**src/hw/rtl/fdem_pkg.sv**
```systemverilog
// Shared types, widths, codes and reset values of the filled-disk erase unit.
package fdem_pkg;

    // Fixed field widths
    localparam int OP_W       = 2;
    localparam int POS_X_W    = 10;
    localparam int POS_Y_W    = 9;
    localparam int AREA_W_W   = 11;
    localparam int AREA_H_W   = 10;
    localparam int RADIUS_W   = 6;
    localparam int ERR_W      = 9;
    localparam int OCT_W      = 3;
    localparam int CFG_IDX_W  = 2;
    localparam int CFG_DATA_W = 11;
    // signed point coordinate: centre plus or minus the largest radius
    localparam int PT_W       = 12;

    // Default map size
    localparam int MAP_COLUMNS_DEF = 1024;
    localparam int MAP_ROWS_DEF    = 512;

    // Configuration reset values
    localparam logic [AREA_W_W-1:0] AREA_WIDTH_RST   = 11'd1024;
    localparam logic [AREA_H_W-1:0] AREA_HEIGHT_RST  = 10'd512;
    localparam logic [RADIUS_W-1:0] BLAST_RADIUS_RST = 6'd40;

    // Configuration register indexes
    localparam logic [CFG_IDX_W-1:0] CFG_AREA_WIDTH   = 2'd0;
    localparam logic [CFG_IDX_W-1:0] CFG_AREA_HEIGHT  = 2'd1;
    localparam logic [CFG_IDX_W-1:0] CFG_BLAST_RADIUS = 2'd2;

    typedef enum logic [OP_W-1:0] {
        OP_WRITE   = 2'd0,
        OP_READ    = 2'd1,
        OP_EXPLODE = 2'd2
    } t_op;

    typedef enum logic [1:0] {
        ST_IDLE,
        ST_DECODE,
        ST_POINT,
        ST_DRAIN
    } t_state;

    typedef struct packed {
        logic load_item;
        logic issue_pixel;
        logic ring_start;
        logic issue_point;
        logic ring_next;
        logic out_load;
    } t_cmd;

    typedef struct packed {
        logic [OP_W-1:0] op;
        logic            last_oct;
        logic            ring_done;
        logic            ring_zero;
        logic            pipe_empty;
        logic            out_free;
    } t_status;

endpackage

```
**src/hw/rtl/fdem_ctrl.sv**
```systemverilog
// Sequencing state machine: decode, circle point issue, drain and result hand-off.
module fdem_ctrl (
    input  logic              i_clk,
    input  logic              i_rst_n,
    input  logic              i_in_valid,
    output logic              o_in_ready,
    input  fdem_pkg::t_status i_status,
    output fdem_pkg::t_cmd    o_cmd
);

    fdem_pkg::t_state r_state;
    fdem_pkg::t_state n_state;

    always_ff @(posedge i_clk) begin
        if (!i_rst_n) begin
            r_state <= fdem_pkg::ST_IDLE;
        end else begin
            r_state <= n_state;
        end
    end

    // next state
    always_comb begin
        n_state = r_state;
        case (r_state)
            fdem_pkg::ST_IDLE: begin
                if (i_in_valid) begin
                    n_state = fdem_pkg::ST_DECODE;
                end
            end
            fdem_pkg::ST_DECODE: begin
                if (i_status.op == fdem_pkg::OP_EXPLODE) begin
                    n_state = fdem_pkg::ST_POINT;
                end else begin
                    n_state = fdem_pkg::ST_DRAIN;
                end
            end
            fdem_pkg::ST_POINT: begin
                if (i_status.last_oct && i_status.ring_done && i_status.ring_zero) begin
                    n_state = fdem_pkg::ST_DRAIN;
                end
            end
            fdem_pkg::ST_DRAIN: begin
                if (i_status.pipe_empty && i_status.out_free) begin
                    n_state = fdem_pkg::ST_IDLE;
                end
            end
            default: begin
                n_state = fdem_pkg::ST_IDLE;
            end
        endcase
    end

    // outputs
    always_comb begin
        o_cmd      = '0;
        o_in_ready = 1'b0;
        case (r_state)
            fdem_pkg::ST_IDLE: begin
                o_in_ready        = 1'b1;
                o_cmd.load_item   = i_in_valid;
            end
            fdem_pkg::ST_DECODE: begin
                o_cmd.issue_pixel = (i_status.op == fdem_pkg::OP_WRITE) ||
                                    (i_status.op == fdem_pkg::OP_READ);
                o_cmd.ring_start  = (i_status.op == fdem_pkg::OP_EXPLODE);
            end
            fdem_pkg::ST_POINT: begin
                o_cmd.issue_point = 1'b1;
                o_cmd.ring_next   = i_status.last_oct && i_status.ring_done &&
                                    !i_status.ring_zero;
            end
            fdem_pkg::ST_DRAIN: begin
                o_cmd.out_load    = i_status.pipe_empty && i_status.out_free;
            end
            default: begin
                o_cmd = '0;
            end
        endcase
    end

    // result only once every mask access has landed
    a_load_after_drain: assert property (@(posedge i_clk) disable iff (!i_rst_n)
        o_cmd.out_load |-> i_status.pipe_empty)
        else $error("result loaded with accesses in flight");

    // no new word while an explosion is tracing
    a_no_accept_in_trace: assert property (@(posedge i_clk) disable iff (!i_rst_n)
        o_cmd.issue_point |-> !o_in_ready && !o_cmd.load_item)
        else $error("input accepted during explosion");

endmodule

```
**config.mk**
```make
export PLATFORM = sky130hd
export DESIGN_NAME = fdem_ctrl
export DESIGN_NICKNAME = d
export VERILOG_FILES = /design/src/hw/rtl/fdem_pkg.sv /design/src/hw/rtl/fdem_ctrl.sv
export SDC_FILE = /design/constraint.sdc
export NUM_CORES = 1
export LEC_CHECK = 0
export BUFFER_PORTS_ARGS = -buffer_cell sky130_fd_sc_hd__buf_2
export CAP_MARGIN = 20
export CORE_AREA = 2 2 39 41
export DETAILED_ROUTE_END_ITERATION = 10
export DIE_AREA = 0 0 41 43
export PLACE_DENSITY_LB_ADDON = 0.3
export SYNTH_ARGS = -nofsm -noshare
export SYNTH_HDL_FRONTEND = slang
export SYNTH_SLANG_ARGS = --single-unit
export TNS_END_PERCENT = 30
```
**constraint.sdc**
```tcl
create_clock -name i_clk -period 3.78 [get_ports i_clk]
set_input_delay 0.189 -clock i_clk [delete_from_list [all_inputs] [get_ports i_clk]]
set_output_delay 0.189 -clock i_clk [all_outputs]
set_load 0.1 [all_outputs]
```
==> key figures <==
Place
  • Inst Count DP: 59
  • Port Buffers: 16
  • Placement Setup Slack: about 2100 ps
  • GP Congestion: 0.643

Floorplan
  • Total die area: around 1800 um2
  • Initial Util: 0.146
  • Row count: 14
  • CORE AREA: 1380 um2
  • Die height: ~43 um
  • I/O Pins: 17
  • Die X: just over 40 um

Global routing
  • Number of global-route vias before repair: slightly below 200
  • GRT Util Overall: 0.0631
  • Total grt overflow: 0
  • Initial antenna violation count: 0
  • First-pass GRT wire length: about 730 um
  • Largest net degree at the start of global routing: 6

Detailed routing
  • Iter 0 DRT Violations: 8
  • Drt pass-1 iters: 4
  • Vias: 242
  • Vias per inst: 3.90
  • Drt total wl: approximately 480 um
  • Routed len/inst: between 7 and 8 um
  • DRC Markers: 0
  • Final ANT Viol Nets: 0

Logic synthesis
  • Yosys reg bits: 2
  • Netlist cell types: 14
  • Ys Warns: 0
  • Post-Synthesis Cells: 27
  • Post-Syn Area: a little over 200 um2
  • Syn_nets: 41
  • Syn_area_per_cell: around 7.5 um2
  • Post-synthesis sequential area ratio: 0.199

Worst setup path
  • Worst setup path class: reg2reg
  • Critical path arrival: between 1500 and 2000 ps
  • CP max FO: 5
  • Crit path required time: roughly 4000 ps
  • Startpoint types: register
  • Reg2reg path depth: 5
  • Crit. End Element: register

Timing
  • Finish-stage setup viols: 0
  • Minimum clock period: roughly 1700 ps
  • Setup_tns: 0 ps
  • Final setup margin: 2110 ps
  • F_max: between 500 and 600 MHz
  • Slew margin rel.: 0.639
  • Fin. max-slew vios: 0
  • RSZ-0062 raised after global routing: no
  • Final Cycle Share: 0.442
  • Worst Clk Skew: 1.63 ps
  • Slew @ Worst Pin: between 500 and 600 ps
  • Fin. Hold Viols: 0

Final layout
  • Biggest register: r_state
  • Filler cell count in the final layout: around 160
  • Largest register FFs: 2
  • Layout cells sized above 1: 0.435
  • Area growth from synthesis to layout: 60.9%
  • Nets: between 60 and 70
  • Largest regs: r_state: 2 flops
  • Non-filler cells, final: 62
  • ANT cells: 0

CTS
  • Htree depth: 1
  • Setup Fix Bufs, Post-CTS: 0
  • Clock transition at path regs: ~30 ps
  • Post-cts gate resize count: 0
  • Worst-skew pair later-pin latency: about 220 ps
  • Clock Sinks: 2
  • CTS tree: built
  • Root Driver: clkbuf_4
  • Total CTS buffers: 3
  • Hold Buf Count CTS: 0
  • CTS Buffer Depth: 2

Outcome
  • Status: finished, final reports clean

Worst hold path
  • Hold Crit Depth: 3
  • Hold Crit Class: in2reg

Job
  • Maxcap violations: 0
[placed cells by master, fill, tap and decap left out]
master    instances
ha_1              4
buf_2            16
nand2b_1          1
and3_1            1
nor2_1            3
a21oi_1           1
inv_1             5
and4b_1           1
clkbuf_4          3
nand2_1           2
and2_2            1
a311oi_1          1
o21ai_0           1
nand3_1           3
a222oi_1          1
dfxtp_1           2
[metal layers]
metal  GRT usage  vias to the layer above  routed length [um]
li1            -                      134                   -
met3      0.0628                        0                  74
met4           0                        0                   0
met2      0.0906                       16                 146
met1      0.0701                       92                 254
met5           0                        -                   0
[Yosys cell counts]
| cell | instances | area share |
|---|---|---|
| dfxtp_1 | 2 | 0.20 |
| a222oi_1 | 1 | 0.050 |
| inv_1 | 5 | 0.093 |
| ha_1 | 4 | 0.25 |
| and4b_1 | 1 | 0.050 |
| and2_2 | 1 | 0.037 |
| nand2_1 | 2 | 0.037 |
| o21ai_0 | 1 | 0.025 |
| nand2b_1 | 1 | 0.031 |
| nor2_1 | 3 | 0.056 |
| a311oi_1 | 1 | 0.043 |
| and3_1 | 1 | 0.031 |
| a21oi_1 | 1 | 0.025 |
| nand3_1 | 3 | 0.075 |
[final timing paths]
kind | startpoint | end | slack [ps]
worst max-delay path | r_state[0] | r_state[0] | 2110
worst min-delay path | i_rst_n | r_state[0] | 210
worst max register to register | r_state[0] | r_state[0] | 2110
worst min register to register | r_state[1] | r_state[1] | 510
[worst max-delay path, cell delays in order (launching register included)]
cell and delay, ps:
dfxtp_1 390, inv_1 100, ha_1 240, a222oi_1 540, nor2_1 80, a311oi_1 230
[per-stage QoR]
stage	instance area [um2]	utilization	hold slack, ps
floorplan	201	-	301
global placement	302	0.218	436
detailed placement	302	0.218	439
CTS	324	0.234	204
global route	324	0.234	214
finish	324	0.234	210
[cells by family after synthesis]
group / after synthesis / share of synthesized area
simple gates: 12 / 0.317
buf+inv: 5 / 0.0932
compound gates: 4 / 0.143
fa+ha+maj: 4 / 0.248
flops: 2 / 0.199
[layout make-up]
type | count | area [um2] | area share
Clock buffer | 3 | 22.5 | 0.0695
Inverter | 5 | 18.8 | 0.0579
Multi-Input combinational cell | 20 | 143 | 0.440
Sequential cell | 2 | 40.0 | 0.124
Tap cell | 16 | 20.0 | 0.0618
Timing Repair Buffer | 16 | 80.1 | 0.247
Power is left out: the tool's default activity adds up to more than one toggle a clock period on the data nets, which glitch-free logic cannot reach.
